==> config.mk <==
export PLATFORM = sky130hd
export DESIGN_NAME = scut_outq
export DESIGN_NICKNAME = d
export VERILOG_FILES = /design/src/design/scut_pkg.sv /design/src/design/scut_outq.sv
export SDC_FILE = /design/constraint.sdc
export NUM_CORES = 1
export LEC_CHECK = 0
export BUFFER_PORTS_ARGS = -buffer_cell sky130_fd_sc_hd__buf_2
export CORE_ASPECT_RATIO = 0.7
export CORE_UTILIZATION = 35
export DETAILED_ROUTE_END_ITERATION = 8
export PLACE_DENSITY = 0.53
export REMOVE_ABC_BUFFERS = 1
export SYNTH_ARGS = -nofsm -noshare
export SYNTH_HDL_FRONTEND = slang
export SYNTH_SLANG_ARGS = --single-unit
export TNS_END_PERCENT = 30
==> constraint.sdc <==
create_clock -name clk -period 2.05 [get_ports clk]
set_input_delay 0.41 -clock clk [delete_from_list [all_inputs] [get_ports clk]]
set_output_delay 0.41 -clock clk [all_outputs]
set_load 0.01 [all_outputs]
==> src/design/scut_pkg.sv <==
// Shared constants, register codes and inter-module request types for the
// silence cutter. No dependencies.
package scut_pkg;

  localparam int SAMPLE_W   = 16;
  localparam int FIFO_DEPTH = 8192;
  localparam int PTR_W      = $clog2(FIFO_DEPTH);
  localparam int FILL_W     = PTR_W + 1;

  localparam int LOOKAHEAD  = 5512;
  localparam int FADE_LEN   = 1378;
  localparam int FADE_W     = 11;

  localparam int TP_W       = 8;
  localparam int LEARN_W    = 20;
  localparam int HOLD_W     = 14;
  localparam int CFG_IDX_W  = 2;
  localparam int CFG_DATA_W = 20;

  localparam logic [TP_W-1:0]    TP_RST    = TP_W'(115);
  localparam logic [LEARN_W-1:0] LEARN_RST = LEARN_W'(441000);
  localparam logic [HOLD_W-1:0]  HOLD_RST  = HOLD_W'(11024);

  localparam int PCT_SCALE  = 100;
  localparam int NOISE_W    = SAMPLE_W - 1;
  localparam int PROD_W     = NOISE_W + TP_W;

  localparam int NUM_W      = 28;
  localparam int QMAG_W     = 26;
  localparam int RECIP_SH   = QMAG_W;
  localparam int RECIP_W    = RECIP_SH + 1;
  localparam int QP_W       = QMAG_W + RECIP_W;
  localparam int Q_W        = SAMPLE_W + 1;
  localparam logic [RECIP_W-1:0] RECIP = RECIP_W'((64'd1 << RECIP_SH) / FADE_LEN);
  localparam logic signed [NUM_W-1:0] FADE_LEN_S = NUM_W'(FADE_LEN);

  localparam int OQ_DEPTH   = 8;
  localparam int OQ_PTR_W   = $clog2(OQ_DEPTH);
  localparam int OQ_CNT_W   = OQ_PTR_W + 1;

  typedef enum logic [CFG_IDX_W-1:0] {
    REG_THRESHOLD = 2'd0,
    REG_LEARN     = 2'd1,
    REG_HOLD      = 2'd2
  } cfg_reg_t;

  typedef struct packed {
    logic                       we;
    logic [PTR_W-1:0]           waddr;
    logic signed [SAMPLE_W-1:0] wdata;
    logic                       re;
    logic [PTR_W-1:0]           raddr;
  } mem_req_t;

  typedef struct packed {
    logic                       valid;
    logic                       fwd;
    logic                       arm;
    logic [FADE_W-1:0]          fcnt;
    logic signed [SAMPLE_W-1:0] sample;
  } fade_req_t;

endpackage

==> src/design/scut_outq.sv <==
// Result queue between the fade pipeline and the output stream.
// Depends on scut_pkg.
module scut_outq (
  input  logic                                  clk,
  input  logic                                  rst_n,
  input  logic                                  wr_en,
  input  logic signed [scut_pkg::SAMPLE_W-1:0]  wr_data,
  output logic                                  out_tvalid,
  input  logic                                  out_tready,
  output logic signed [scut_pkg::SAMPLE_W-1:0]  out_tdata
);

  logic signed [scut_pkg::SAMPLE_W-1:0] q_r [scut_pkg::OQ_DEPTH];
  logic [scut_pkg::OQ_PTR_W-1:0]        wp_r, rp_r;
  logic [scut_pkg::OQ_CNT_W-1:0]        cnt_r;
  logic                                 rd_en;

  assign out_tvalid = (cnt_r != '0);
  assign out_tdata  = q_r[rp_r];
  assign rd_en      = out_tvalid && out_tready;

  always_ff @(posedge clk) begin
    if (!rst_n) begin
      wp_r  <= '0;
      rp_r  <= '0;
      cnt_r <= '0;
    end else begin
      if (wr_en) begin
        wp_r <= wp_r + 1'b1;
      end
      if (rd_en) begin
        rp_r <= rp_r + 1'b1;
      end
      cnt_r <= cnt_r + scut_pkg::OQ_CNT_W'(wr_en) - scut_pkg::OQ_CNT_W'(rd_en);
    end
  end

  always_ff @(posedge clk) begin
    if (wr_en) begin
      q_r[wp_r] <= wr_data;
    end
  end

endmodule

# After elaboration in Yosys (flattened, before gate mapping)
# Memory sizes are Yosys's and may differ from the RTL's. A register that Yosys moved wholly into a read port is not among the register bits.
# Cells that the tools add are included.
[classes]
n_mux = 4
n_reduce_logical = 2
add_sub_neg = 4
[ops]
columns = ["cell", "count"]
rows = [
  ["3-bit by 1-bit adder with 3-bit output (second input constant)", 2],
  ["3-bit 2-to-1 mux", 2],
  ["4-bit by 1-bit adder with 4-bit output", 1],
  ["4-bit nonzero test", 1],
  ["4-bit by 1-bit subtractor with 4-bit output", 1],
  ["1-bit 2-to-1 mux", 2],
  ["1-bit logical AND", 1],
]
[totals]
memories = 1
mem_bits_rw = 128
ff_bits = 10
inputBits = 20
[mem_list]
columns = ["name", "depth", "width", "rd", "rd_ports_with_merged_regs", "wr", "line_no", "text"]
rows = [
  ["q_r", 8, 16, 1, 1, 1, "scut_outq.sv:13", "logic signed [scut_pkg::SAMPLE_W-1:0] q_r [scut_pkg::OQ_DEPTH];"],
]

# Logic depth before layout (Yosys ltp)
[logic_depth]
depth_word = 4
depth_mapped = 10
depth_no_buf = 10

# Worst setup path after synthesis
# No wires, ideal clock.
[synth_timing]
kind = "flip-flop to flip-flop"
from = "register cnt_r[2] in the netlist's numbering"
to = "register cnt_r[3] in the netlist's numbering"
stages_incl_launch_ff = 10
setup_slack_ps = -72
path_buffers = 0
arrival_ps = 2051
required_ps = 1978
setup_time_ps = 72
period_less_slack_ps = 2122
cell_sequence = "dfxtp_1 -> inv_1 -> ha_1 -> or3b_2 -> nand2_1 -> or2_2 -> ha_1 -> a21o_1 -> a21oi_1 -> mux2i_1"
[synth_via]
elab_chain_len = 3
word_cells_on_any_way = 4
[synth_rtl]
columns = ["item", "line_no", "text"]
rows = [
  ["start: declaration", "scut_outq.sv:15", "logic [scut_pkg::OQ_CNT_W-1:0] cnt_r;"],
  ["start signal: assignment", "scut_outq.sv:34", "cnt_r <= cnt_r + scut_pkg::OQ_CNT_W'(wr_en) - scut_pkg::OQ_CNT_W'(rd_en);"],
  ["4-bit nonzero test", "scut_outq.sv:18", "assign out_tvalid = (cnt_r != '0);"],
  ["net out_tvalid", "scut_outq.sv:8", "output logic out_tvalid,"],
  ["1-bit logical AND", "scut_outq.sv:20", "assign rd_en = out_tvalid && out_tready;"],
  ["4-bit by 1-bit subtractor with 4-bit output", "scut_outq.sv:34", ""],
]
# The timed path passes the listed nets, and every way through them passes these cells.
# A chain may end at the register's enable or synchronous reset.

==> impl_metrics.py <==
metrics = {
    "outcome": {
        "status": "finished, violations left",
        "failing_checks": "negative setup slack",
    },
    "drt": {
        "wl_met3_um": 318,
        "first_pass_iters": 4,
        "wl_per_cell_um": 20.0,
        "vias": 2615,
        "drt-initial-drc-count": 139,
        "drt_wl_total_mm": 10.8,
        "drc": 0,
        "postRouteAntennaNets": 0,
        "routed_via_density": 4.82,
        "dr_wl_met2_mm": 5.06,
        "met1_length_mm": 5.26,
        "top_layer_in_use": "met4",
    },
    "critical_path": {
        "critPathArrivalTime_ns": 2.00,
        "endpoint_kind": "primary output",
        "critPathTopFamily": "multiplexers",
        "reg2reg_depth": 10,
        "list_of_cells_traversed_by_the_critical_path": "buf_6 -> mux4_1 -> mux2_2 -> buf_2",
        "worst-path-stages": 4,
        "critical_path_peak_fanout": 6,
        "path_buf_inv": 2,
        "critPathLaunchType": "flip-flop",
        "max_stage_delay_ns": 0.54,
        "timing_worst_setup_path_type": "reg2out",
        "critPathSlowestCell": "sky130_fd_sc_hd__mux4_1",
        "critPathRequiredTime_ns": 1.64,
    },
    "final_layout": {
        "synth_to_layout_area_growth_pct": 23.2,
        "seqCellArea_um2": 4110,
        "multi_input_comb_area_um2": 1380,
        "final_net_count": 357,
        "final.fill_count": 1340,
        "n_antenna_cell": 0,
        "drive_gt1_share_pct": 41.7,
        "final_core_util_pct": 44.2,
        "final_design_area_no_fill_um2": 6880,
    },
    "synthesis": {
        "yosys.area.top_type_share_pct": 68.8,
        "number_of_synthesized_flops_with_an_enable_pin": 128,
        "syn_area_cell_um2": 21.7,
        "synthesis.area_um2": 5580,
        "postSynth.topFlopCell": "sky130_fd_sc_hd__edfxtp_1",
        "synthDominantAreaCellType": "sky130_fd_sc_hd__edfxtp_1",
        "synth.distinct_cells": 26,
        "ys_top_cells_by_area": "sky130_fd_sc_hd__edfxtp_1, sky130_fd_sc_hd__mux4_1, sky130_fd_sc_hd__dfxtp_1",
        "synthCells": 257,
        "netlist_top_cells_count": "sky130_fd_sc_hd__edfxtp_1, sky130_fd_sc_hd__mux4_1, sky130_fd_sc_hd__mux2_2",
        "synth_seq_area_share_pct": 73.5,
        "async_reset_ff_share_pct": 0,
        "post-synth-top-count-cell": "sky130_fd_sc_hd__edfxtp_1",
        "synth.ff_latch_count": 141,
        "ys_warnings": 0,
    },
    "floorplan": {
        "rows": 38,
        "fp.dieW_um": 153,
        "io-pin-count": 37,
        "floorplan.die_area_um2": 16500,
        "floorplan.initialDensity_pct": 35.9,
        "core_um2": 15500,
        "die-height_um": 108,
    },
    "place": {
        "io_buffers": 36,
        "postPlaceCellArea_um2": 6190,
        "hpwlAfterDp_mm": 6.47,
        "placement.setup.worst_slack_ns": 0.0280,
        "gp_routability_congestion": 0.661,
    },
    "timing": {
        "worst_slew_margin_rel_pct": 75.2,
        "worst_slew_pin_slew_ns": 0.371,
        "final_max_slew_viol_count": 0,
        "setup_viol": 16,
        "post-route-min-period_ns": 2.41,
        "rsz0062_at_grt": "true",
        "hold_viol_final": 0,
        "worst_clock_skew_ns": 0.00866,
        "setup_total_negative_slack_ns": -4.86,
        "maxClockFrequency_ghz": 0.416,
        "finalWorstSetupSlack_ns": -0.355,
        "post-route-period-util_pct": 117,
    },
    "clocking": {
        "h-tree-depth": 4,
        "worst_skew_pair.late_latency_ns": 0.42,
        "cts_tree": "done",
        "cts.root.buffer_cell": "sky130_fd_sc_hd__clkbuf_16",
        "cts-buffers-inserted": 17,
        "number_of_buffers_added_to_fix_hold_violations_after_cts": 0,
        "clkTransAtPathRegs_ns": 0.07,
        "clock_sinks": 141,
        "ctsLongestPathBuffers": 2,
        "postCtsSetupBuffers": 0,
    },
    "power_and_ir_drop": {
        "power_switching_share_pct": 25.2,
        "power.ir.vdd_worst_mv": 0.641,
        "share_seq_of_total_power_pct": 43.1,
        "netSwitchingPower_mw": 1.96,
        "share_comb_of_total_power_pct": 18.5,
        "intPower_mw": 5.82,
        "power_per_cell_area_nw_per_um2": 1130,
        "leakagePower_nw": 2.38,
        "clockPowerShare_pct": 38.3,
    },
    "global_route": {
        "via_count_of_the_first_global_routing_pass": 2694,
        "grt_first_pass_wirelength_mm": 16.2,
        "overflow_left_after_global_routing": 0,
        "grt_antenna_before_repair": 0,
        "global_route.usage.total_pct": 14.0,
        "largest_net_degree_at_the_start_of_global_routing": 33,
    },
    "run": {
        "max-cap-violations": 0,
    },
    "hold_path": {
        "worst_min_delay_path_category": "in2reg",
        "hold-path-cell-count": 1,
    },
}
final cells by class:
cell class                      count  share of cell area [%]
Multi-Input combinational cell    102                    20.0
Clock buffer                       17                    6.19
Sequential cell                   141                    59.7
Timing Repair Buffer               64                    8.02
Clock inverter                     15                    2.18
Inverter                            4                   0.218
Tap cell                          200                    3.64
metrics by stage:
stage / hold slack, ns / cells / power, mW
2_1_floorplan: 0.456 / 247 / 4.11
3_3_place_gp: 0.467 / 509 / 4.57
3_5_place_dp: 0.476 / 509 / 4.59
4_1_cts: 0.242 / 542 / 7.70
5_1_grt: 0.252 / 543 / 8.08
6_report: 0.251 / 543 / 7.78
state kept, by name, indices dropped and copies added (netlist names), named ones only:
name / flops
q_r: 128
cnt_r: 4
rp_r: 3
wp_r: 3
layout by cell type, fill, tap and decap left out, types with 2 or more instances in the layout:
cell type                    netlist  routed
sky130_fd_sc_hd__xnor2_1           2       2
sky130_fd_sc_hd__inv_8             0       2
sky130_fd_sc_hd__nor2_1            7       7
sky130_fd_sc_hd__nor3_2            0       2
sky130_fd_sc_hd__mux4_1           28       8
sky130_fd_sc_hd__inv_1             4       3
sky130_fd_sc_hd__and2_1            4       4
sky130_fd_sc_hd__nand2_1           9       8
sky130_fd_sc_hd__dfxtp_1          13      12
sky130_fd_sc_hd__clkbuf_16         0      18
sky130_fd_sc_hd__buf_12            0       3
sky130_fd_sc_hd__inv_6             0       6
sky130_fd_sc_hd__ha_1              6       6
sky130_fd_sc_hd__mux2_2           16       6
sky130_fd_sc_hd__mux2_4            0      10
sky130_fd_sc_hd__buf_2             0      24
sky130_fd_sc_hd__buf_6             4      13
sky130_fd_sc_hd__mux4_2            4      24
sky130_fd_sc_hd__clkinvlp_4        0       2
sky130_fd_sc_hd__clkinv_4          0       3
sky130_fd_sc_hd__nor2b_1           2       2
sky130_fd_sc_hd__edfxtp_1        128     128
sky130_fd_sc_hd__mux2i_1           9       9
sky130_fd_sc_hd__buf_4             0      21
sky130_fd_sc_hd__nand2b_1          6       6
worst reg2reg max path, stage by stage, from the launching register on:
cell	delay [ns]
sky130_fd_sc_hd__dfxtp_1	0.32
sky130_fd_sc_hd__inv_2	0.04
sky130_fd_sc_hd__ha_1	0.17
sky130_fd_sc_hd__or3b_4	0.23
sky130_fd_sc_hd__nand2_2	0.07
sky130_fd_sc_hd__mux2i_1	0.13
sky130_fd_sc_hd__ha_1	0.18
sky130_fd_sc_hd__inv_1	0.05
sky130_fd_sc_hd__fa_1	0.38
sky130_fd_sc_hd__xnor2_1	0.13
sky130_fd_sc_hd__and2_1	0.14
final timing paths:
kind / start / end / slack (ns)
max: flip-flop / out_tdata[7] / -0.36
min: wr_data[11] / q_r[3][11] / 0.25
max reg2reg: cnt_r[2] / cnt_r[2] / 0.10
min reg2reg: rp_r[2] / flip-flop / 0.49
routing by layer:
metal  global-route usage (%)  up-vias
met5                        0        -
met4                     6.93        0
met3                     3.26       17
met2                     20.9       45
met1                     19.4     1351
li1                         -     1202
power by group through the flow:
stage	Combinational [mW]	Sequential, mW	Clock (mW)
2_1_floorplan	0.682	3.43	0
5_1_grt	1.57	3.37	3.15
3_5_place_dp	1.19	3.40	0
6_report	1.44	3.35	2.98
4_1_cts	1.32	3.35	3.04
3_3_place_gp	1.17	3.39	0
logic make-up (layout without fill, tap and decap cells):
logic type | after synthesis | in the layout | share of synthesized area [%]
compound gates | 2 | 2 | 0.224
xor+xnor | 3 | 3 | 0.471
fa+ha+maj | 7 | 7 | 1.70
buf+inv | 14 | 100 | 1.50
flops | 141 | 141 | 73.5
mux | 57 | 57 | 19.6
simple gates | 33 | 33 | 2.96
timing repair:
item                                    in CTS  in global routing
gates resized for setup                     24                 27
cloned                                       1                  1
endpoints found under the setup margin      17                 20
pin swaps                                    0                  2
(Power assumes the default switching activity.)
