===== src/design/scut_pkg.sv =====
// Shared constants, register codes and inter-module request types for the
// silence cutter. No dependencies.
package scut_pkg;

  localparam int SAMPLE_W   = 16;
  localparam int FIFO_DEPTH = 8192;
  localparam int PTR_W      = $clog2(FIFO_DEPTH);
  localparam int FILL_W     = PTR_W + 1;

  localparam int LOOKAHEAD  = 5512;
  localparam int FADE_LEN   = 1378;
  localparam int FADE_W     = 11;

  localparam int TP_W       = 8;
  localparam int LEARN_W    = 20;
  localparam int HOLD_W     = 14;
  localparam int CFG_IDX_W  = 2;
  localparam int CFG_DATA_W = 20;

  localparam logic [TP_W-1:0]    TP_RST    = TP_W'(115);
  localparam logic [LEARN_W-1:0] LEARN_RST = LEARN_W'(441000);
  localparam logic [HOLD_W-1:0]  HOLD_RST  = HOLD_W'(11024);

  localparam int PCT_SCALE  = 100;
  localparam int NOISE_W    = SAMPLE_W - 1;
  localparam int PROD_W     = NOISE_W + TP_W;

  localparam int NUM_W      = 28;
  localparam int QMAG_W     = 26;
  localparam int RECIP_SH   = QMAG_W;
  localparam int RECIP_W    = RECIP_SH + 1;
  localparam int QP_W       = QMAG_W + RECIP_W;
  localparam int Q_W        = SAMPLE_W + 1;
  localparam logic [RECIP_W-1:0] RECIP = RECIP_W'((64'd1 << RECIP_SH) / FADE_LEN);
  localparam logic signed [NUM_W-1:0] FADE_LEN_S = NUM_W'(FADE_LEN);

  localparam int OQ_DEPTH   = 8;
  localparam int OQ_PTR_W   = $clog2(OQ_DEPTH);
  localparam int OQ_CNT_W   = OQ_PTR_W + 1;

  typedef enum logic [CFG_IDX_W-1:0] {
    REG_THRESHOLD = 2'd0,
    REG_LEARN     = 2'd1,
    REG_HOLD      = 2'd2
  } cfg_reg_t;

  typedef struct packed {
    logic                       we;
    logic [PTR_W-1:0]           waddr;
    logic signed [SAMPLE_W-1:0] wdata;
    logic                       re;
    logic [PTR_W-1:0]           raddr;
  } mem_req_t;

  typedef struct packed {
    logic                       valid;
    logic                       fwd;
    logic                       arm;
    logic [FADE_W-1:0]          fcnt;
    logic signed [SAMPLE_W-1:0] sample;
  } fade_req_t;

endpackage


===== src/design/scut_fade.sv =====
// Crossfade pipeline: head select, linear blend and divide by fade length
// through a reciprocal multiply with one correction step. Depends on scut_pkg.
module scut_fade (
  input  logic                                  clk,
  input  logic                                  rst_n,
  input  scut_pkg::fade_req_t                   req,
  input  logic signed [scut_pkg::SAMPLE_W-1:0]  mem_rdata,
  output logic                                  busy,
  output logic                                  res_valid,
  output logic signed [scut_pkg::SAMPLE_W-1:0]  res_data
);

  logic signed [scut_pkg::SAMPLE_W-1:0] last_out_r, fade_from_r;

  logic                                 s1_valid_r, s1_fwd_r, s1_arm_r;
  logic [scut_pkg::FADE_W-1:0]          s1_fcnt_r;
  logic signed [scut_pkg::SAMPLE_W-1:0] s1_sample_r, s1_head, s1_from;
  logic signed [scut_pkg::SAMPLE_W:0]   s1_diff;

  logic                                 s2_valid_r;
  logic signed [scut_pkg::SAMPLE_W-1:0] s2_head_r;
  logic signed [scut_pkg::SAMPLE_W:0]   s2_diff_r;
  logic [scut_pkg::FADE_W-1:0]          s2_fcnt_r;
  logic signed [scut_pkg::NUM_W-1:0]    s2_prod, s2_headf;

  logic                                 s3_valid_r;
  logic signed [scut_pkg::NUM_W-1:0]    s3_prod_r, s3_headf_r, s3_num, s3_abs;

  logic                                 s4_valid_r, s4_neg_r;
  logic [scut_pkg::QMAG_W-1:0]          s4_mag_r;
  logic [scut_pkg::QP_W-1:0]            s4_qp;

  logic                                 s5_valid_r, s5_neg_r;
  logic [scut_pkg::QMAG_W-1:0]          s5_mag_r, s5_q0f;
  logic [scut_pkg::Q_W-1:0]             s5_q0_r;

  logic                                 s6_valid_r, s6_neg_r;
  logic [scut_pkg::QMAG_W-1:0]          s6_mag_r, s6_q0f_r, s6_rem;
  logic [scut_pkg::Q_W-1:0]             s6_q0_r, s6_q;

  logic                                 s7_valid_r, s7_neg_r;
  logic [scut_pkg::Q_W-1:0]             s7_q_r, s7_sq;

  assign s1_head = s1_fwd_r ? s1_sample_r : mem_rdata;
  assign s1_from = s1_arm_r ? last_out_r : fade_from_r;
  assign s1_diff = {s1_from[scut_pkg::SAMPLE_W-1], s1_from}
                 - {s1_head[scut_pkg::SAMPLE_W-1], s1_head};

  assign s2_prod  = scut_pkg::NUM_W'(s2_diff_r)
                  * scut_pkg::NUM_W'($signed({1'b0, s2_fcnt_r}));
  assign s2_headf = s2_head_r * scut_pkg::FADE_LEN_S;

  assign s3_num = s3_headf_r + s3_prod_r;
  assign s3_abs = s3_num[scut_pkg::NUM_W-1] ? -s3_num : s3_num;

  assign s4_qp  = scut_pkg::QP_W'(s4_mag_r) * scut_pkg::QP_W'(scut_pkg::RECIP);
  assign s5_q0f = scut_pkg::QMAG_W'(s5_q0_r) * scut_pkg::QMAG_W'(scut_pkg::FADE_LEN);

  assign s6_rem = s6_mag_r - s6_q0f_r;
  assign s6_q   = s6_q0_r
                + scut_pkg::Q_W'(s6_rem >= scut_pkg::QMAG_W'(scut_pkg::FADE_LEN));

  assign s7_sq    = s7_neg_r ? (scut_pkg::Q_W'(0) - s7_q_r) : s7_q_r;
  assign res_data = signed'(s7_sq[scut_pkg::SAMPLE_W-1:0]);
  assign res_valid = s7_valid_r;

  assign busy = s1_valid_r | s2_valid_r | s3_valid_r | s4_valid_r
              | s5_valid_r | s6_valid_r | s7_valid_r;

  always_ff @(posedge clk) begin
    if (!rst_n) begin
      s1_valid_r  <= 1'b0;
      s2_valid_r  <= 1'b0;
      s3_valid_r  <= 1'b0;
      s4_valid_r  <= 1'b0;
      s5_valid_r  <= 1'b0;
      s6_valid_r  <= 1'b0;
      s7_valid_r  <= 1'b0;
      last_out_r  <= '0;
      fade_from_r <= '0;
    end else begin
      s1_valid_r <= req.valid;
      s2_valid_r <= s1_valid_r;
      s3_valid_r <= s2_valid_r;
      s4_valid_r <= s3_valid_r;
      s5_valid_r <= s4_valid_r;
      s6_valid_r <= s5_valid_r;
      s7_valid_r <= s6_valid_r;
      if (s1_valid_r && s1_arm_r) begin
        fade_from_r <= last_out_r;
      end
      if (s7_valid_r) begin
        last_out_r <= res_data;
      end
    end
  end

  always_ff @(posedge clk) begin
    s1_fwd_r    <= req.fwd;
    s1_arm_r    <= req.arm;
    s1_fcnt_r   <= req.fcnt;
    s1_sample_r <= req.sample;
    s2_head_r   <= s1_head;
    s2_diff_r   <= s1_diff;
    s2_fcnt_r   <= s1_fcnt_r;
    s3_prod_r   <= s2_prod;
    s3_headf_r  <= s2_headf;
    s4_mag_r    <= s3_abs[scut_pkg::QMAG_W-1:0];
    s4_neg_r    <= s3_num[scut_pkg::NUM_W-1];
    s5_q0_r     <= s4_qp[scut_pkg::RECIP_SH +: scut_pkg::Q_W];
    s5_mag_r    <= s4_mag_r;
    s5_neg_r    <= s4_neg_r;
    s6_q0_r     <= s5_q0_r;
    s6_q0f_r    <= s5_q0f;
    s6_mag_r    <= s5_mag_r;
    s6_neg_r    <= s5_neg_r;
    s7_q_r      <= s6_q;
    s7_neg_r    <= s6_neg_r;
  end

endmodule


===== config.mk =====
export PLATFORM = sky130hd
export DESIGN_NAME = scut_fade
export DESIGN_NICKNAME = d
export VERILOG_FILES = /design/src/design/scut_pkg.sv /design/src/design/scut_fade.sv
export SDC_FILE = /design/constraint.sdc
export NUM_CORES = 2
export LEC_CHECK = 0
export ABC_AREA = 1
export ABC_CLOCK_PERIOD_IN_PS = 5100
export BUFFER_PORTS_ARGS = -buffer_cell sky130_fd_sc_hd__buf_2
export CAP_MARGIN = 20
export CORE_ASPECT_RATIO = 0.8
export CORE_MARGIN = 1.5
export CORE_UTILIZATION = 50
export CTS_CLUSTER_DIAMETER = 30
export DETAILED_ROUTE_END_ITERATION = 8
export GPL_ROUTABILITY_DRIVEN = 0
export PLACE_DENSITY = 0.68
export SLEW_MARGIN = 20
export SYNTH_ARGS = -nofsm -noshare
export SYNTH_HDL_FRONTEND = slang
export SYNTH_SLANG_ARGS = --single-unit

===== constraint.sdc =====
create_clock -name clk -period 5.1 [get_ports clk]
set_input_delay 0.51 -clock clk [delete_from_list [all_inputs] [get_ports clk]]
set_output_delay 0.51 -clock clk [all_outputs]
set_load 0.1 [all_outputs]

### Yosys cells after proc, flatten, opt, wreduce, memory -nomap -nowiden

Index checks and enable logic that the tools add are counted.

| cells by class | value |
|---|---|
| add/subtract/negate cells | 6 |
| multipliers | 4 |
| order comparisons | 1 |
| mux-type cells | 4 |
| bitwise operators | 6 |
| reductions and logical operators | 1 |

Operators by type and width:

| kind | count |
|---|---|
| $mux 16 | 3 |
| $mul 26x14->40 const B | 1 |
| $add 28x28->28 | 1 |
| $mul 17x12->28 | 1 |
| $mul 16x11->27 const B | 1 |
| $ge 26x11->1 const B | 1 |
| $mux 26 | 1 |
| $neg 26->26 | 1 |
| $sub 26x26->26 | 1 |
| $mul 16x10->25 const B | 1 |
| $sub 16x16->17 | 1 |
| $add 16x1->16 | 1 |
| $sub 1x16->16 const A | 1 |
| $or 1x1->1 | 6 |
| $logic_and 1x1->1 | 1 |

| storage, ports and cells | value |
|---|---|
| flip-flop bits (word level) | 322 |
| input port bits | 48 |
| output and inout port bits | 18 |
| word-level logic and storage cells | 51 |

### Depth between registers and ports, before layout

| depth | value |
|---|---|
| depth after elaboration | 6 |
| depth in mapped cells | 27 |
| depth with buffers taken out | 27 |

### Least setup slack after synthesis

Ideal clock, no wire load.

| path | value |
|---|---|
| kind | reg2reg |
| from | reg s4_mag_r[15] (netlist name) |
| to | reg s5_q0_r[13] (netlist name) |
| library setup time | 0.072 ns |
| arrival | 5.022 ns |
| required time | 5.028 ns |
| path slack | 0.006 ns |
| cell stages (with the launch flop) | 21 |
| path buffers | 0 |
| clock period less this slack | 5.094 ns |
| cells stage by stage | dfxtp_1 > inv_1 > fa_1 > inv_1 > fa_1 > fa_1 > inv_1 > fa_1 > inv_1 > fa_1 > inv_1 > fa_1 > inv_1 > ha_1 > nand2_1 > nor2_1 > inv_1 > nor4_1 > nand3_1 > o2111ai_1 > xor2_1 |

| on the way | value |
|---|---|
| word-level cells in the longest chain between the ends | 1 |

RTL lines:

| element | RTL line | text |
|---|---|---|
| start, declared | scut_fade.sv:30 | `logic [scut_pkg::QMAG_W-1:0] s4_mag_r;` |
| start signal, assigned | scut_fade.sv:108 | `s4_mag_r <= s3_abs[scut_pkg::QMAG_W-1:0];` |
| $mul 26x14->40 | scut_fade.sv:56 | `assign s4_qp = scut_pkg::QP_W'(s4_mag_r) * scut_pkg::QP_W'(scut_pkg::RECIP);` |
| net s4_qp (one bit) | scut_fade.sv:31 | `logic [scut_pkg::QP_W-1:0] s4_qp;` |
| end signal, assigned | scut_fade.sv:110 | `s5_q0_r <= s4_qp[scut_pkg::RECIP_SH +: scut_pkg::Q_W];` |
| end, declared | scut_fade.sv:35 | `logic [scut_pkg::Q_W-1:0] s5_q0_r;` |

The timed path passes the listed nets, and every way through them passes these cells.
A chain may end at the register's enable or synchronous reset.

### Worst setup path in the final report

| path | value |
|---|---|
| from | reg s4_mag_r[6] (netlist name) |
| to | reg s5_q0_r[12] (netlist name) |

The elaborated chain is that of the path after synthesis.

==> reports/qor.yml <==
setup_viol: 0
hold_viol: 0
grt_pass1_wl_mm: 131
num_vias: 25800
grt_overflow: 0
grt_max_degree: 35
initial_utilization_pct: 50.6
fin_crit_ps: 5040
detail-route-antenna-nets: 0
clock.fmax_mhz: 199
drc_errors: 0
instances_no_fill: 5156
core_area_mm2: 0.0658
grt_pass1_vias: 25600
cts_tree: "yes"
relSlewSlack_pct: 41.2
avgSynthCellArea_um2: 8.32
area_growth_pct: 16.7
yosysUniqueCellTypes: 47
crit_family: "adder cells"
dp_cells: 5010
syn-num-nets: 4946
diodes: 0
dieArea_mm2: 0.0681
die_height_um: 234
num-nets-final: 5193
ys_ff_latch: 316
final.setup.worst_slack_ps: 63.9
hpwlAfterDp_mm: 65.8
regToRegSetupSlack_ps: 60
async_flop_share_pct: 0
num-fill-cells: 5678
arrival_ps: 5510
yosysSeqAreaShare_pct: 19.0
cap_violations: 0
fin_area_mm2: 0.0388
timing.hold.ws_ps: 94.0
crit_fanout: 4
layout_common_cells: "952 x inv_1, 711 x nand2_1, 443 x ha_1"
run_status: "finished, final reports clean"
dr.first_iter.drc_count: 1766
die_x_um: 291
finClkSkew_ps: 54.1
cp.depth: 20
post-place-ws_ps: -35.5
yosysTopAreaCell: "fa_1"
crit_start: "s4_mag_r[6]$_DFF_P_"
tightestPinTransition_ps: 880
drv_slew: 0
clk_pin_slew_ps: 60
cts_made_buffers: 58
hold_path_depth: 3
port_buffers: 65
yosys_warnings: 0
cts-root-buf: "clkbuf_16"
slowest_delay_ps: 590
regToRegStartpoint: "s4_mag_r[6]$_DFF_P_"
cp_num_buf_inv: 4
required_ps: 5570
worstSetupPathType: "reg2reg"
crit_chain: "inv_4 -> fa_1 -> inv_1 -> fa_1 -> fa_2 -> fa_2 -> fa_1 -> inv_1 -> fa_1 -> inv_2 -> ha_4 -> a21o_1 -> a21oi_2 -> o21ai_1 -> and2_1 -> nor2_1 -> nand2_2 -> nand2_1 -> nand3_1 -> xor2_1"
rows: 84
finalWirelength_mm: 79.5
synthCells: 4000
timing.rr.end: "s5_q0_r[12]$_DFF_P_"
rsz0062_at_grt: "yes"
crit_path_end: "s5_q0_r[12]$_DFF_P_"
synthTopCellsByArea: "fa_1 26%, dfxtp_1 19%, ha_1 18%, inv_1 11%, nand2_1 8.2%"
clock_sinks: 316
reg2regPathDepth: 20
via_per_inst: 5.01
critPathCaptureType: "register"
critPathMostFrequentCell: "fa_1"
synth_top_area_share_pct: 25.8
cp_slowest_cell: "fa_2"
drive_gt1_share_pct: 12.2
grtUsageTotal_pct: 23.9
final_common_cell: "inv_1"
critPathLaunchType: "register"
ys.flop_type: "dfxtp_1"
synth_edf_count: 0
clk_path_buf_depth: 3
placed_area_mm2: 0.0356
num_io_pins: 66
avgRoutedWirePerCell_um: 15.4
htree_num_levels: 2
syn_area_mm2: 0.0333
antenna_found_initial: 0
fin_crit_sh_pct: 98.7
drt_first_pass_iters: 6
hold_class: "in2reg"
clk_latency_ps: 630
==> what timing repair did <==
action,4_1_cts,5_1_grt
gates resized for setup,7,196
endpoints found under the setup margin,10,27
gates cloned,0,0
pin swaps,0,53
hold buffers,29,0
buffers inserted,0,8
hold endpoints to repair,29,0
==> synthesized netlist by cell type, types with 29 or more instances <==
master and number:
xnor2_1 49, xor2_1 112, nand3_1 114, dfxtp_1 316, nor3_1 30, clkbuf_1 56, o21ai_0 145, nor2_1 195
nand4_1 29, fa_1 429, ha_1 469, a21oi_1 196, nand2_1 728, inv_1 982
==> worst min-delay path by stage <==
stage | from | endpoint | slack, ps
floorplan | s1_fcnt_r[0]$_DFF_P_ | s2_fcnt_r[0]$_DFF_P_ | 310
global placement | s1_fcnt_r[4]$_DFF_P_ | s2_fcnt_r[4]$_DFF_P_ | 310
detailed placement | s1_fcnt_r[10]$_DFF_P_ | s2_fcnt_r[10]$_DFF_P_ | 310
CTS | req[29] | s1_valid_r$_SDFF_PN0_ | 30
global route | req[29] | s1_valid_r$_SDFF_PN0_ | 90
finish | req[29] | s1_valid_r$_SDFF_PN0_ | 90
==> sequential cells by signal, indices dropped and copies added, names as in the netlist, 17 cells and up <==
register,cells
s6_q0f_r,25
s3_headf_r,27
s3_prod_r,28
s5_mag_r,25
s6_mag_r,25
s2_diff_r,17
s4_mag_r,26
==> metrics by stage <==
step                utilization, %  TNS, ps
floorplan                        -        0
global placement              54.1        0
detailed placement            54.1    -46.9
CTS                           57.8     -151
global route                  59.0    -1060
finish                        59.0        0
==> routing by layer <==
layer	global-route usage [%]	part of all wire (%)	up-vias
li1	-	-	12800
met1	35.8	49	12200
met2	36.0	42	718
met3	4.06	7.2	97
met4	5.22	1.9	0
met5	0	0	-
==> worst reg2reg max path: cells and delay by family, from the launching register on <==
family	cells	cell delay (ps)
buffers and inverters	4	210
xor gates and xnor gates	1	140
DFF	1	340
adders and majority gates	7	3190
and+or+nand+nor	5	540
AOI/OAI and AO/OA	3	450
==> kinds of logic (layout without fill, tap and decap cells) <==
logic type | count (synthesis) | after routing | share of synthesized area (%)
XOR/XNOR | 161 | 161 | 4.24
flip-flops | 316 | 316 | 19.0
AO/OA/AOI/OAI | 421 | 421 | 6.88
buffers and inverters | 1045 | 1341 | 11.9
multiplexers | 1 | 1 | 0.0339
AND/OR/NAND/NOR | 1158 | 1158 | 14.5
adder cells (fa/ha/maj) | 898 | 898 | 43.5
==> layout make-up <==
type / count / area, um^2 / share of cell area (%)
Tap cell: 860 / 1080 / 2.77
Clock inverter: 46 / 593 / 1.53
Timing Repair Buffer: 246 / 1900 / 4.89
Sequential cell: 316 / 6350 / 16.4
Multi-Input combinational cell: 2639 / 23700 / 61.0
Inverter: 986 / 3720 / 9.57
Clock buffer: 63 / 1490 / 3.84
Power is not shown: default switching activity piles up to over one toggle a cycle in this logic, so the estimate is an artifact.
