[config.mk]
export PLATFORM = sky130hd
export DESIGN_NAME = scut_ctrl
export DESIGN_NICKNAME = d
export VERILOG_FILES = /design/src/design/scut_pkg.sv /design/src/design/scut_ctrl.sv
export SDC_FILE = /design/constraint.sdc
export NUM_CORES = 1
export LEC_CHECK = 0
export BUFFER_PORTS_ARGS = -buffer_cell sky130_fd_sc_hd__buf_2
export CELL_PAD_IN_SITES_DETAIL_PLACEMENT = 0
export CELL_PAD_IN_SITES_GLOBAL_PLACEMENT = 1
export CORE_MARGIN = 5
export CORE_UTILIZATION = 40
export CTS_CLUSTER_DIAMETER = 60
export DETAILED_ROUTE_END_ITERATION = 12
export PLACE_DENSITY_LB_ADDON = 0.1
export SKIP_LAST_GASP = 1
export SLEW_MARGIN = 15
export SYNTH_ARGS = -nofsm -noshare
export SYNTH_HDL_FRONTEND = slang
export SYNTH_SLANG_ARGS = --single-unit
[constraint.sdc]
create_clock -name clk -period 6.7 [get_ports clk]
set_input_delay 1.005 -clock clk [delete_from_list [all_inputs] [get_ports clk]]
set_output_delay 1.005 -clock clk [all_outputs]
set_load 0.03 [all_outputs]
[src/design/scut_pkg.sv]
// Shared constants, register codes and inter-module request types for the
// silence cutter. No dependencies.
package scut_pkg;

  localparam int SAMPLE_W   = 16;
  localparam int FIFO_DEPTH = 8192;
  localparam int PTR_W      = $clog2(FIFO_DEPTH);
  localparam int FILL_W     = PTR_W + 1;

  localparam int LOOKAHEAD  = 5512;
  localparam int FADE_LEN   = 1378;
  localparam int FADE_W     = 11;

  localparam int TP_W       = 8;
  localparam int LEARN_W    = 20;
  localparam int HOLD_W     = 14;
  localparam int CFG_IDX_W  = 2;
  localparam int CFG_DATA_W = 20;

  localparam logic [TP_W-1:0]    TP_RST    = TP_W'(115);
  localparam logic [LEARN_W-1:0] LEARN_RST = LEARN_W'(441000);
  localparam logic [HOLD_W-1:0]  HOLD_RST  = HOLD_W'(11024);

  localparam int PCT_SCALE  = 100;
  localparam int NOISE_W    = SAMPLE_W - 1;
  localparam int PROD_W     = NOISE_W + TP_W;

  localparam int NUM_W      = 28;
  localparam int QMAG_W     = 26;
  localparam int RECIP_SH   = QMAG_W;
  localparam int RECIP_W    = RECIP_SH + 1;
  localparam int QP_W       = QMAG_W + RECIP_W;
  localparam int Q_W        = SAMPLE_W + 1;
  localparam logic [RECIP_W-1:0] RECIP = RECIP_W'((64'd1 << RECIP_SH) / FADE_LEN);
  localparam logic signed [NUM_W-1:0] FADE_LEN_S = NUM_W'(FADE_LEN);

  localparam int OQ_DEPTH   = 8;
  localparam int OQ_PTR_W   = $clog2(OQ_DEPTH);
  localparam int OQ_CNT_W   = OQ_PTR_W + 1;

  typedef enum logic [CFG_IDX_W-1:0] {
    REG_THRESHOLD = 2'd0,
    REG_LEARN     = 2'd1,
    REG_HOLD      = 2'd2
  } cfg_reg_t;

  typedef struct packed {
    logic                       we;
    logic [PTR_W-1:0]           waddr;
    logic signed [SAMPLE_W-1:0] wdata;
    logic                       re;
    logic [PTR_W-1:0]           raddr;
  } mem_req_t;

  typedef struct packed {
    logic                       valid;
    logic                       fwd;
    logic                       arm;
    logic [FADE_W-1:0]          fcnt;
    logic signed [SAMPLE_W-1:0] sample;
  } fade_req_t;

endpackage

[src/design/scut_ctrl.sv]
// Front end: config registers, noise learning, loudness compare and the
// gate decisions that drive the sample buffer and the fade pipeline. Depends on scut_pkg.
module scut_ctrl (
  input  logic                                  clk,
  input  logic                                  rst_n,
  input  logic                                  in_tvalid,
  output logic                                  in_tready,
  input  logic signed [scut_pkg::SAMPLE_W-1:0]  in_tdata,
  input  logic                                  cfg_we,
  input  logic [scut_pkg::CFG_IDX_W-1:0]        cfg_idx,
  input  logic [scut_pkg::CFG_DATA_W-1:0]       cfg_wdata,
  input  logic                                  credit_full,
  input  logic                                  fade_busy,
  output scut_pkg::mem_req_t                    mem_req,
  output scut_pkg::fade_req_t                   fade_req
);

  logic [scut_pkg::TP_W-1:0]    tp_r;
  logic [scut_pkg::LEARN_W-1:0] learn_samples_r;
  logic [scut_pkg::HOLD_W-1:0]  hold_samples_r;

  logic signed [scut_pkg::SAMPLE_W-1:0] noise_r, noise_nxt;
  logic [scut_pkg::LEARN_W-1:0]         learn_cnt_r, learn_cnt_nxt;

  logic                                 b_valid_r;
  logic signed [scut_pkg::SAMPLE_W-1:0] b_sample_r;
  logic [scut_pkg::NOISE_W-1:0]         b_noise_r;
  logic [scut_pkg::SAMPLE_W-1:0]        b_mag;
  logic [scut_pkg::PROD_W-1:0]          b_prod, b_mag100;

  logic                                 c_valid_r;
  logic signed [scut_pkg::SAMPLE_W-1:0] c_sample_r;
  logic [scut_pkg::PROD_W-1:0]          c_prod_r, c_mag100_r;

  logic [scut_pkg::FILL_W-1:0]  fill_r, fill_nxt;
  logic [scut_pkg::PTR_W-1:0]   rd_ptr_r, wr_ptr_r;
  logic                         was_loud_r, was_loud_nxt;
  logic [scut_pkg::HOLD_W-1:0]  hold_cnt_r, hold_cnt_nxt, hold_eff;
  logic [scut_pkg::FADE_W-1:0]  fade_cnt_r, fade_cnt_nxt, fcnt_use;
  logic                         pend_r, pend_nxt;
  logic                         drop_r, drop_nxt;

  logic accept, loud, emit, pop, arm, c_hold, c_adv, c_free, b_free;

  assign accept = in_tvalid && in_tready;

  always_comb begin
    noise_nxt     = noise_r;
    learn_cnt_nxt = learn_cnt_r;
    if (accept && (learn_cnt_r < learn_samples_r)) begin
      if (in_tdata > noise_r) begin
        noise_nxt = in_tdata;
      end
      learn_cnt_nxt = learn_cnt_r + 1'b1;
    end
  end

  assign b_mag    = b_sample_r[scut_pkg::SAMPLE_W-1] ?
                    (scut_pkg::SAMPLE_W'(0) - unsigned'(b_sample_r)) : unsigned'(b_sample_r);
  assign b_prod   = scut_pkg::PROD_W'(b_noise_r) * scut_pkg::PROD_W'(tp_r);
  assign b_mag100 = scut_pkg::PROD_W'(b_mag) * scut_pkg::PROD_W'(scut_pkg::PCT_SCALE);

  assign loud = c_mag100_r > c_prod_r;

  always_comb begin
    emit         = 1'b0;
    pop          = 1'b0;
    arm          = 1'b0;
    fcnt_use     = fade_cnt_r;
    was_loud_nxt = was_loud_r;
    hold_eff     = was_loud_r ? hold_samples_r : hold_cnt_r;
    hold_cnt_nxt = hold_cnt_r;
    pend_nxt     = pend_r;
    drop_nxt     = drop_r;
    if (loud) begin
      was_loud_nxt = 1'b1;
      drop_nxt     = 1'b0;
      emit         = 1'b1;
      if (pend_r) begin
        pend_nxt = 1'b0;
        arm      = 1'b1;
        fcnt_use = scut_pkg::FADE_W'(scut_pkg::FADE_LEN);
      end
    end else begin
      was_loud_nxt = 1'b0;
      if (hold_eff != '0) begin
        drop_nxt     = 1'b0;
        emit         = 1'b1;
        hold_cnt_nxt = hold_eff - 1'b1;
      end else begin
        hold_cnt_nxt = hold_eff;
        if (fill_r >= scut_pkg::FILL_W'(scut_pkg::LOOKAHEAD)) begin
          pop = 1'b1;
          if (!drop_r) begin
            drop_nxt = 1'b1;
          end else begin
            pend_nxt = 1'b1;
            fcnt_use = '0;
          end
        end
      end
    end
    if (emit) begin
      pop = 1'b1;
    end
    fade_cnt_nxt = (emit && (fcnt_use != '0)) ? fcnt_use - 1'b1 : fcnt_use;
    fill_nxt     = pop ? fill_r : fill_r + 1'b1;
  end

  assign c_hold    = c_valid_r && emit && (credit_full || (arm && fade_busy));
  assign c_adv     = c_valid_r && !c_hold;
  assign c_free    = !c_valid_r || c_adv;
  assign b_free    = !b_valid_r || c_free;
  assign in_tready = b_free;

  assign mem_req.we    = c_adv;
  assign mem_req.waddr = wr_ptr_r;
  assign mem_req.wdata = c_sample_r;
  assign mem_req.re    = c_adv && emit;
  assign mem_req.raddr = rd_ptr_r;

  assign fade_req.valid  = c_adv && emit;
  assign fade_req.fwd    = (fill_r == '0);
  assign fade_req.arm    = arm;
  assign fade_req.fcnt   = fcnt_use;
  assign fade_req.sample = c_sample_r;

  always_ff @(posedge clk) begin
    if (!rst_n) begin
      tp_r            <= scut_pkg::TP_RST;
      learn_samples_r <= scut_pkg::LEARN_RST;
      hold_samples_r  <= scut_pkg::HOLD_RST;
    end else if (cfg_we) begin
      case (scut_pkg::cfg_reg_t'(cfg_idx))
        scut_pkg::REG_THRESHOLD: tp_r            <= cfg_wdata[scut_pkg::TP_W-1:0];
        scut_pkg::REG_LEARN:     learn_samples_r <= cfg_wdata[scut_pkg::LEARN_W-1:0];
        scut_pkg::REG_HOLD:      hold_samples_r  <= cfg_wdata[scut_pkg::HOLD_W-1:0];
        default: ;
      endcase
    end
  end

  always_ff @(posedge clk) begin
    if (!rst_n) begin
      noise_r     <= '0;
      learn_cnt_r <= '0;
      b_valid_r   <= 1'b0;
      c_valid_r   <= 1'b0;
      fill_r      <= '0;
      rd_ptr_r    <= '0;
      wr_ptr_r    <= '0;
      was_loud_r  <= 1'b0;
      hold_cnt_r  <= '0;
      fade_cnt_r  <= '0;
      pend_r      <= 1'b0;
      drop_r      <= 1'b0;
    end else begin
      noise_r     <= noise_nxt;
      learn_cnt_r <= learn_cnt_nxt;
      if (b_free) begin
        b_valid_r <= accept;
      end
      if (c_free) begin
        c_valid_r <= b_valid_r;
      end
      if (c_adv) begin
        fill_r     <= fill_nxt;
        wr_ptr_r   <= wr_ptr_r + 1'b1;
        rd_ptr_r   <= pop ? rd_ptr_r + 1'b1 : rd_ptr_r;
        was_loud_r <= was_loud_nxt;
        hold_cnt_r <= hold_cnt_nxt;
        fade_cnt_r <= fade_cnt_nxt;
        pend_r     <= pend_nxt;
        drop_r     <= drop_nxt;
      end
    end
  end

  always_ff @(posedge clk) begin
    if (accept) begin
      b_sample_r <= in_tdata;
      b_noise_r  <= noise_nxt[scut_pkg::NOISE_W-1:0];
    end
    if (c_free && b_valid_r) begin
      c_sample_r <= b_sample_r;
      c_prod_r   <= b_prod;
      c_mag100_r <= b_mag100;
    end
  end

  a_fill_bound: assert property (@(posedge clk) disable iff (!rst_n)
    fill_r <= scut_pkg::FILL_W'(scut_pkg::LOOKAHEAD))
    else $error("buffer fill above lookahead");

  a_fade_bound: assert property (@(posedge clk) disable iff (!rst_n)
    fade_cnt_r <= scut_pkg::FADE_W'(scut_pkg::FADE_LEN))
    else $error("fade count above fade length");

  a_wr_rd_gap: assert property (@(posedge clk) disable iff (!rst_n)
    c_adv |=> (wr_ptr_r - rd_ptr_r) == fill_r[scut_pkg::PTR_W-1:0])
    else $error("buffer pointers disagree with fill");

endmodule

# Yosys cells after proc, flatten, opt, wreduce, memory -nomap -nowiden
# Cells that the tools add are included.
word_totals:
  reg_bits: 239
  latch_bits: 0
  mem_bits_rw: 0
  rom_bits: 0
  elab_cells: 97
  mem_count: 0
classes:
  addsub: 7
  n_mul: 2
  div_mod_pow: 0
  order_cmp: 4
  n_eq_ne: 3
  n_shift: 0
  mux: 27
  n_bitwise: 2
  reduce_logical: 31
op_table:
  columns: ["op", "count"]
  rows:
  - ["11-bit 2-to-1 mux", 6]
  - ["15-bit 2-to-1 mux", 2]
  - ["14-bit 2-to-1 mux", 2]
  - ["13-bit by 1-bit adder with 13-bit output (second input constant)", 2]
  - ["23-bit > comparator", 1]
  - ["15-bit by 8-bit multiplier with 23-bit output", 1]
  - ["16-bit by 5-bit multiplier with 21-bit output (second input constant)", 1]
  - ["20-bit by 1-bit adder with 20-bit output (second input constant)", 1]
  - ["20-bit less-than comparator", 1]
  - ["16-bit > comparator", 1]
  - ["1-bit 2-to-1 mux", 16]
  - ["16-bit 2-to-1 mux", 1]
  - ["2-bit AND reduction", 8]
  - ["1-bit by 16-bit subtractor with 16-bit output (first input constant)", 1]
  - ["14-bit by 1-bit adder with 14-bit output (second input constant)", 1]
  - ["14-bit by 13-bit greater-or-equal comparator with 1-bit output (second input constant)", 1]
  - ["14-bit zero test", 1]
  - ["14-bit nonzero test", 1]
  - ["14-bit by 1-bit subtractor with 14-bit output (second input constant)", 1]
  - ["11-bit nonzero test", 1]
  - ["11-bit by 1-bit subtractor with 11-bit output (second input constant)", 1]
  - ["1-bit logical AND", 9]
  - ["4-bit AND reduction", 1]
  - ["2-bit nonzero test", 2]
  - ["8 further kinds", 13]

# Logic depth before layout (Yosys ltp)
# Gate-level depths: netlist of the first run.
logic_depth:
  ltp_word: 13
  mapped_depth: 20
  mapped_depth_nobuf: 20

# Worst setup path after synthesis of the first run
# OpenSTA, ideal clock, no wires.
synth_path:
  kind: "register to register"
  start: "reg was_loud_r"
  end: "reg c_mag100_r[10] in the netlist's numbering (enable)"
  setup_time_ns: 0.566
  arrival_time_ns: 6.381
  slack_ns: -0.248
  stages_incl_launch_ff: 9
  n_path_buf: 1
  synth_period_minus_slack_ns: 6.948
  cell_sequence: "dfxtp_1 -> buf_2 -> mux2i_1 -> ha_1 -> nand2_1 -> a2111oi_4 -> nor2b_2 -> or2_2 -> a21boi_0"
synth_between:
  elab_chain_len: 10
synth_rtl:
  columns: ["item", "line_no", "source"]
  rows:
  - ["start: declaration", "scut_ctrl.sv:37", "logic was_loud_r, was_loud_nxt;"]
  - ["start signal: assignment", "scut_ctrl.sv:170", "was_loud_r <= was_loud_nxt;"]
  - ["14-bit 2-to-1 mux", "scut_ctrl.sv:71", "hold_eff = was_loud_r ? hold_samples_r : hold_cnt_r;"]
  - ["14-bit nonzero test", "scut_ctrl.sv:86", "if (hold_eff != '0) begin"]
  - ["1-bit 2-to-1 mux", "scut_ctrl.sv:86", null]
  - ["1-bit 2-to-1 mux", "scut_ctrl.sv:75", "if (loud) begin"]
  - ["1-bit logical AND (2 in a row)", "scut_ctrl.sv:110", "assign c_hold = c_valid_r && emit && (credit_full || (arm && fade_busy));"]
  - ["1-bit zero test", "scut_ctrl.sv:111", "assign c_adv = c_valid_r && !c_hold;"]
  - ["1-bit logical AND", "scut_ctrl.sv:111", null]
  - ["1-bit logical OR", "scut_ctrl.sv:112", "assign c_free = !c_valid_r || c_adv;"]
  - ["1-bit logical AND", "scut_ctrl.sv:184", "if (c_free && b_valid_r) begin"]
  - ["end signal: assignment", "scut_ctrl.sv:187", "c_mag100_r <= b_mag100;"]
  - ["end: declaration", "scut_ctrl.sv:33", "logic [scut_pkg::PROD_W-1:0] c_prod_r, c_mag100_r;"]
# Every way passes these cells.
# A chain may end at the register's enable or synchronous reset.

# Final worst setup path of the first run
layout_path:
  start: "reg tp_r[3] in the netlist's numbering"
  end: "reg c_prod_r[22] in the netlist's numbering, data pin"
layout_between:
  elab_chain_len: 1
layout_rtl:
  columns: ["item", "line_no", "source"]
  rows:
  - ["start: declaration", "scut_ctrl.sv:18", "logic [scut_pkg::TP_W-1:0] tp_r;"]
  - ["start signal: assignment", "scut_ctrl.sv:130", "tp_r <= scut_pkg::TP_RST;"]
  - ["start signal: assignment", "scut_ctrl.sv:135", "scut_pkg::REG_THRESHOLD: tp_r <= cfg_wdata[scut_pkg::TP_W-1:0];"]
  - ["15-bit by 8-bit multiplier with 23-bit output", "scut_ctrl.sv:60", "assign b_prod = scut_pkg::PROD_W'(b_noise_r) * scut_pkg::PROD_W'(tp_r);"]
  - ["via b_prod, one bit", "scut_ctrl.sv:29", "logic [scut_pkg::PROD_W-1:0] b_prod, b_mag100;"]
  - ["end signal: assignment", "scut_ctrl.sv:186", "c_prod_r <= b_prod;"]
  - ["end: declaration", "scut_ctrl.sv:33", null]
# The timed path passes the listed nets, and every way through them passes these cells.

==> results of run 1 <==
-- cell usage after synthesis (5+ instances only) --
| cell type | n | share of area, % |
|---|---|---|
| inv_1 | 222 | 4.9 |
| nand2_1 | 170 | 3.8 |
| ha_1 | 159 | 12 |
| dfxtp_1 | 148 | 18 |
| and2_1 | 134 | 5.0 |
| nor2_1 | 106 | 2.4 |
| a21oi_1 | 95 | 2.8 |
| edfxtp_1 | 90 | 16 |
| fa_1 | 89 | 11 |
| xnor2_1 | 61 | 3.2 |
| nand3_1 | 50 | 1.5 |
| clkbuf_1 | 48 | 1.1 |
| o21ai_0 | 45 | 1.3 |
| xor2_1 | 35 | 1.8 |
| nor3_1 | 33 | 0.98 |
| nand4_1 | 29 | 1.1 |
| a21o_1 | 25 | 1.1 |
| buf_4 | 21 | 0.93 |
| and3_1 | 20 | 0.74 |
| or3_1 | 19 | 0.70 |
| o211ai_1 | 18 | 0.80 |
| mux2_2 | 16 | 1.1 |
| a211oi_1 | 14 | 0.62 |
| nor2b_1 | 14 | 0.52 |
| nor4_1 | 13 | 0.48 |
| nand2b_1 | 12 | 0.44 |
| mux2i_1 | 11 | 0.65 |
| o31ai_1 | 11 | 0.49 |
| or2_2 | 11 | 0.41 |
| o21a_1 | 6 | 0.27 |
| o41ai_1 | 6 | 0.31 |
| a31oi_1 | 5 | 0.18 |
| o21bai_1 | 5 | 0.22 |
-- cells by family (layout without fill, tap and decap cells) --
family	after synthesis	in the layout	synth area share (%)
AO/OA/AOI/OAI	275	275	10.75
flip-flops	238	238	33.47
buffers and inverters	297	411	7.081
adder cells (fa/ha/maj)	248	248	22.28
XOR/XNOR	96	96	4.967
AND/OR/NAND/NOR	645	645	19.61
multiplexers	28	28	1.848
-- power groups by stage --
stage	clock [mW]	combinational, mW	sequential [mW]
global route	1.90	3.87	1.95
detailed placement	0	3.43	1.96
finish	1.78	3.39	1.93
CTS	1.85	3.45	1.93
floorplan	0	2.57	1.92
global placement	0	3.40	1.95
-- through the flow --
stage                     hold slack, ns  power (mW)
after floorplan                   0.4312       4.490
after global placement            0.4410       5.354
after detailed placement          0.4482       5.387
after CTS                         0.4569       7.230
after global routing              0.4772       7.714
final                             0.4542       7.092
-- worst max-delay path, cell delays in order (launching register included) --
cell and delay (ns):
dfxtp_1 0.67, nand2_1 0.15, fa_1 0.50, fa_1 0.51
inv_1 0.06, fa_1 0.53, inv_1 0.05, fa_1 0.52
inv_1 0.04, ha_1 0.33, o21ai_0 0.24, nand2b_1 0.09
o41a_1 0.13, nand4_1 0.11, a31oi_1 0.14, a41oi_1 0.52
a21oi_1 0.18, a41o_1 0.29, xnor2_1 0.12
-- how the worst max path moves through the flow --
stage | slack (ns) | cells after the start | from | to
after floorplan | 1.31 | 8 | was_loud_r | c_mag100_r[10]
after global placement | 1.37 | 18 | tp_r[4] | c_prod_r[22]
after detailed placement | 1.30 | 18 | tp_r[4] | c_prod_r[22]
after CTS | 1.27 | 18 | tp_r[7] | c_prod_r[22]
after global routing | 0.90 | 18 | tp_r[3] | c_prod_r[22]
final | 1.25 | 18 | tp_r[3] | c_prod_r[22]
-- state kept, by name, indices dropped and copies added (netlist names), 11 cells and up --
register,cells
wr_ptr_r,13
noise_r,16
c_mag100_r,20
learn_cnt_r,20
learn_samples_r,20
rd_ptr_r,13
b_sample_r,16
fill_r,14
hold_cnt_r,14
b_noise_r,15
fade_cnt_r,11
c_prod_r,23
c_sample_r,16
hold_samples_r,14
-- routing by layer --
layer  vias up  part of all wire (%)
li1       6368                     -
met1      5943                    49
met2       147                    46
met3        42                   3.2
met4         0                   1.7
met5         -                     0
-- layout make-up --
cell class	instances	area, µm²
Clock inverter	23	226.5
Sequential cell	238	5665
Multi-Input combinational cell	1292	10080
Inverter	222	834.6
Timing Repair Buffer	128	665.6
Clock buffer	38	897.1
Tap cell	539	674.4
Fill cell	4109	22910
==> flow_summary_export.csv, run 1 <==
group,metric,value,unit
placement,io_buffer_count,118,
synth,ys_seq_elements,238,
final_layout,final_util,45.39,%
clock_tree,clk_latency,0.54,ns
setup_path,r2r_setup_slack,1.25,ns
setup_path,cp_max_fo,16,
grt,grt.met2_usage,29.05,%
timing,hold_viol,0,
timing,relSlewSlack,29.74,%
grt,use_met3,2.971,%
grt,grt_pass1_vias,12540,
pwr,vdd_drop_max,0.0001780,V
hold_path,hp-start,"hold_cnt_r[1]",
timing,worst_pin_slew,1.054,ns
hold_path,min_path_type,"flop to flop",
clock_tree,ctsHoldBuffers,0,
clock_tree,htreeDepth,2,
timing,fin_crit,5.446,ns
synth,syn_nets,2119,
routing,drc,0,
clock_tree,cts_tree,"built",
floorplan,coreArea,41950,µm²
setup_path,cp-start-kind,"flop",
clock_tree,numCtsBuffers,34,
setup_path,r2r-start,"tp_r[3]",
placement,place_ws,1.295,ns
timing,fin_ws,1.254,ns
clock_tree,post_cts_buffers,0,
clock_tree,root_buffer,"clkbuf_16",
timing,max_clock_freq,183.6,MHz
placement,dp.final_hpwl,32100,µm
timing,layout_worst_path_cycle_share,81.28,%
pwr,power.internal,4.288,mW
synth,synth_edf_count,90,
grt,grt_max_degree,57,
final_layout,final_cells,2480,
floorplan,io-pin-count,119,
setup_path,rr_worst_depth,18,
clock_tree,cts_buffer_depth,3,
pwr,seq_power_share,27.1,%
placement,placed_cells,2419,
synth,synth_ff_type,"dfxtp_1",
final_layout,finalNetCount,2208,
grt,grtUsageMet1,25.16,%
routing,antenna_left,0,
pwr,switchingPower,2.804,mW
routing,firstDrtPassIters,5,
grt,grt.overflow.total,0,
final_layout,syn2layout_area_growth,12.47,%
floorplan,dieArea,46540,µm²
routing,vias,12500,
timing,finClkSkew,0.02110,ns
timing,setup_viol,0,
pwr,comb_power_share,47.8,%
final_layout,antenna_cells,0,
synth,ys_seq_area_share,33.47,%
routing,wl,41860,µm
setup_path,timing.rr.end,"c_prod_r[22]",
pwr,power.leakage,8.472,nW
routing,drt-initial-drc-count,569,
pwr,p_sw_share,39.53,%
grt,grt.busiest_layer,"met2",
clock_tree,clock-sinks,238,
pwr,power.density,372.5,nW/µm²
pwr,clkPwrFrac,25.1,%
synth,synthesis.area,16930,µm²
final_layout,drive_gt1_share,11.95,%
setup_path,end_kind,"flop",
clock_tree,ctsResizeCount,0,
setup_path,critical_path_required,6.98,ns
setup_path,cp.arrival,5.72,ns
grt,antenna_found_initial,0,
hold_path,min_delay_worst_endpoint,"hold_cnt_r[1]",
final_layout,final_design_area_no_fill,19040,µm²
hold_path,min_path_cells,2,
run_status,status,"finished clean",
synth,synthCells,1827,
synth,yosysWarnings,0,
setup_path,path_class,"flop to flop",
routing,routedWlPerCell,16.88,µm
final_layout,mostFrequentLayoutCells,"inv_1, nand2_1, ha_1",
floorplan,initial_core_util,40.36,%
routing,viasPerCell,5.040,
timing,tns,0,ns
floorplan,die_h,215.7,µm
placement,postPlaceCellArea,17920,µm²
synth,synth.distinct_cells,75,
final_layout,final_common_cell,"inv_1",
floorplan,die_w,215.7,µm
job,cap_violations,0,
clock_tree,cts.reportedPaths.clkPinSlew,0.06,ns
grt,track_usage,17.84,%
timing,grt_setup_unrepaired,"no",
synth,avgSynthCellArea,9.266,µm²
placement,place_congestion,0.8488,
timing,slew_violations,0,
floorplan,rows,75,
synth,ys_async_sr_fraction,0,%
grt,grt_pass1_wl,67920,µm
No activity file was read; power rests on OpenSTA's default activity.
==> inputs of run 2 (changes only) <==
==> constraint.sdc (replaced) <==
create_clock -name clk -period 4.96 [get_ports clk]
set_input_delay 0.744 -clock clk [delete_from_list [all_inputs] [get_ports clk]]
set_output_delay 0.744 -clock clk [all_outputs]
set_load 0.03 [all_outputs]
==> run 2 against run 1 <==
Against the previous run: non-clock buffer count grew 55; global-route usage increased by 0.33 points; setup slack lost 1.2 ns; clock-buffer cell count grew 7; core utilization up 1.3 points; clock skew increased by 0.0018 ns; critical path type unchanged; critical endpoint is now c_prod_r[21]; largest power group unchanged.
==> flow_summary_export.csv, run 2 (synthesis results as in run 1) <==
group,metric,value,unit
run_status,status,"finished clean",
hold_path,min_path_type,"input pin to flop",
timing,worst_pin_slew,1.046,ns
routing,drt-initial-drc-count,615,
routing,antenna_left,0,
timing,fin_crit,4.861,ns
final_layout,mostFrequentLayoutCells,"inv_1, nand2_1, ha_1",
clock_tree,root_buffer,"clkbuf_16",
final_layout,final_cells,2533,
routing,vias,12830,
final_layout,top_register,"c_prod_r",
clock_tree,cts_tree,"built",
grt,grt.overflow.total,0,
timing,hold_viol,0,
setup_path,cp.arrival,5.14,ns
grt,antenna_found_initial,0,
floorplan,die_w,215.7,µm
grt,track_usage,18.17,%
final_layout,syn2layout_area_growth,15.76,%
setup_path,rr_worst_depth,16,
timing,max_clock_freq,205.7,MHz
final_layout,drive_gt1_share,15.55,%
hold_path,min_path_cells,1,
placement,postPlaceCellArea,18270,µm²
final_layout,final_common_cell,"inv_1",
final_layout,n_fill_cell,4127,
floorplan,rows,75,
pwr,power.density,516.4,nW/µm²
hold_path,hp-start,"in_tdata[8]",
routing,drc,0,
final_layout,finalNetCount,2263,
timing,finClkSkew,0.02287,ns
clock_tree,clock-sinks,238,
routing,routedWlPerCell,16.70,µm
timing,relSlewSlack,30.28,%
placement,place_congestion,0.8281,
floorplan,dieArea,46540,µm²
placement,dp.final_hpwl,32330,µm
final_layout,antenna_cells,0,
timing,grt_setup_unrepaired,"yes",
pwr,vdd_drop_max,0.0003295,V
clock_tree,cts.reportedPaths.clkPinSlew,0.06,ns
pwr,power.leakage,8.782,nW
clock_tree,numCtsBuffers,34,
setup_path,r2r_setup_slack,0.1,ns
floorplan,io-pin-count,119,
job,cap_violations,0,
setup_path,path_class,"flop to flop",
final_layout,largest_reg_flops,23,
floorplan,initial_core_util,40.36,%
grt,grt_pass1_vias,12940,
final_layout,ff_latch_area,5672,µm²
timing,slew_violations,0,
clock_tree,cts_buffer_depth,3,
floorplan,coreArea,41950,µm²
placement,io_buffer_count,118,
routing,viasPerCell,5.065,
final_layout,multi_input_area,10220,µm²
clock_tree,htreeDepth,2,
setup_path,cp-start-kind,"flop",
final_layout,final_design_area_no_fill,19600,µm²
timing,layout_worst_path_cycle_share,98.01,%
clock_tree,ctsHoldBuffers,0,
routing,wl,42300,µm
timing,setup_viol,0,
clock_tree,clk_latency,0.54,ns
grt,grt_max_degree,60,
grt,grt_pass1_wl,69460,µm
setup_path,critical_path_required,5.24,ns
routing,firstDrtPassIters,5,
setup_path,timing.rr.end,"c_prod_r[21]",
setup_path,r2r-start,"b_noise_r[6]",
setup_path,end_kind,"flop",
hold_path,min_delay_worst_endpoint,"b_sample_r[8]",
placement,placed_cells,2465,
floorplan,die_h,215.7,µm
setup_path,cp_max_fo,7,
[run 2: report_power, final]
group          internal (mW)  switching, mW  total [mW]  leakage (nW)
registers               2.45          0.143        2.59          2.06
clock network           1.48          0.929        2.41         0.544
logic                   2.25           2.87        5.11          6.17
[run 2: layout make-up]
cell class              instances  share of cell area [%]
clock buffers                  45                   4.757
clock inverters                14                  0.8683
inverters                     222                   4.259
multi-input cells            1292                   52.15
flip-flops and latches        238                   28.94
well taps                     539                   3.441
repair buffers                183                   5.587
[run 2: how the worst max path moves through the flow]
stage | startpoint | end | slack (ns)
after floorplan | c_mag100_r[22] | mem_req[13] | 0.05
final | b_noise_r[6] | c_prod_r[21] | 0.1
after global placement | b_noise_r[1] | c_prod_r[22] | -0.09
after CTS | b_noise_r[1] | c_prod_r[22] | 0.007
after global routing | b_noise_r[6] | c_prod_r[21] | -0.1
after detailed placement | b_noise_r[1] | c_prod_r[22] | -0.16
[run 2: critical path, cell delays in order (launching register included)]
cell and delay (ns):
edfxtp_1 0.47, and2_1 0.23, fa_1 0.49, fa_1 0.51, fa_1 0.54, inv_1 0.05
fa_1 0.52, inv_1 0.04, ha_1 0.29, or2_2 0.29, a21oi_2 0.17, a211o_1 0.21
a31oi_4 0.13, nand4_1 0.13, nand3_2 0.10, o41ai_2 0.31, xnor2_1 0.11
[run 2: timing repair]
item                       CTS  global route
setup endpoints to repair    4            10
buffers inserted             0             9
pin swaps                    1            19
resized for setup            4            32
[run 2: per-layer routing]
metal	share of wire, %	vias to the layer above	track usage [%]	wire (µm)
met3	4.3	58	3.517	1815
li1	-	6471	-	-
met2	46	180	29.49	19580
met5	0	-	0	0
met1	47	6120	25.28	20080
met4	1.9	0	4.118	818
[run 2: through the flow]
step	hold WS, ns	TNS, ns	util [%]	setup WS [ns]	total power [mW]
floorplan	0.4312	0	-	0.05391	6.065
global placement	0.4379	-0.1471	43.56	-0.09457	7.470
detailed placement	0.4460	-0.2497	43.56	-0.1637	7.512
CTS	0.4084	0	46.26	0.006926	10.08
global route	0.4172	-0.2018	46.72	-0.09789	10.98
finish	0.4372	0	46.72	0.09889	10.12
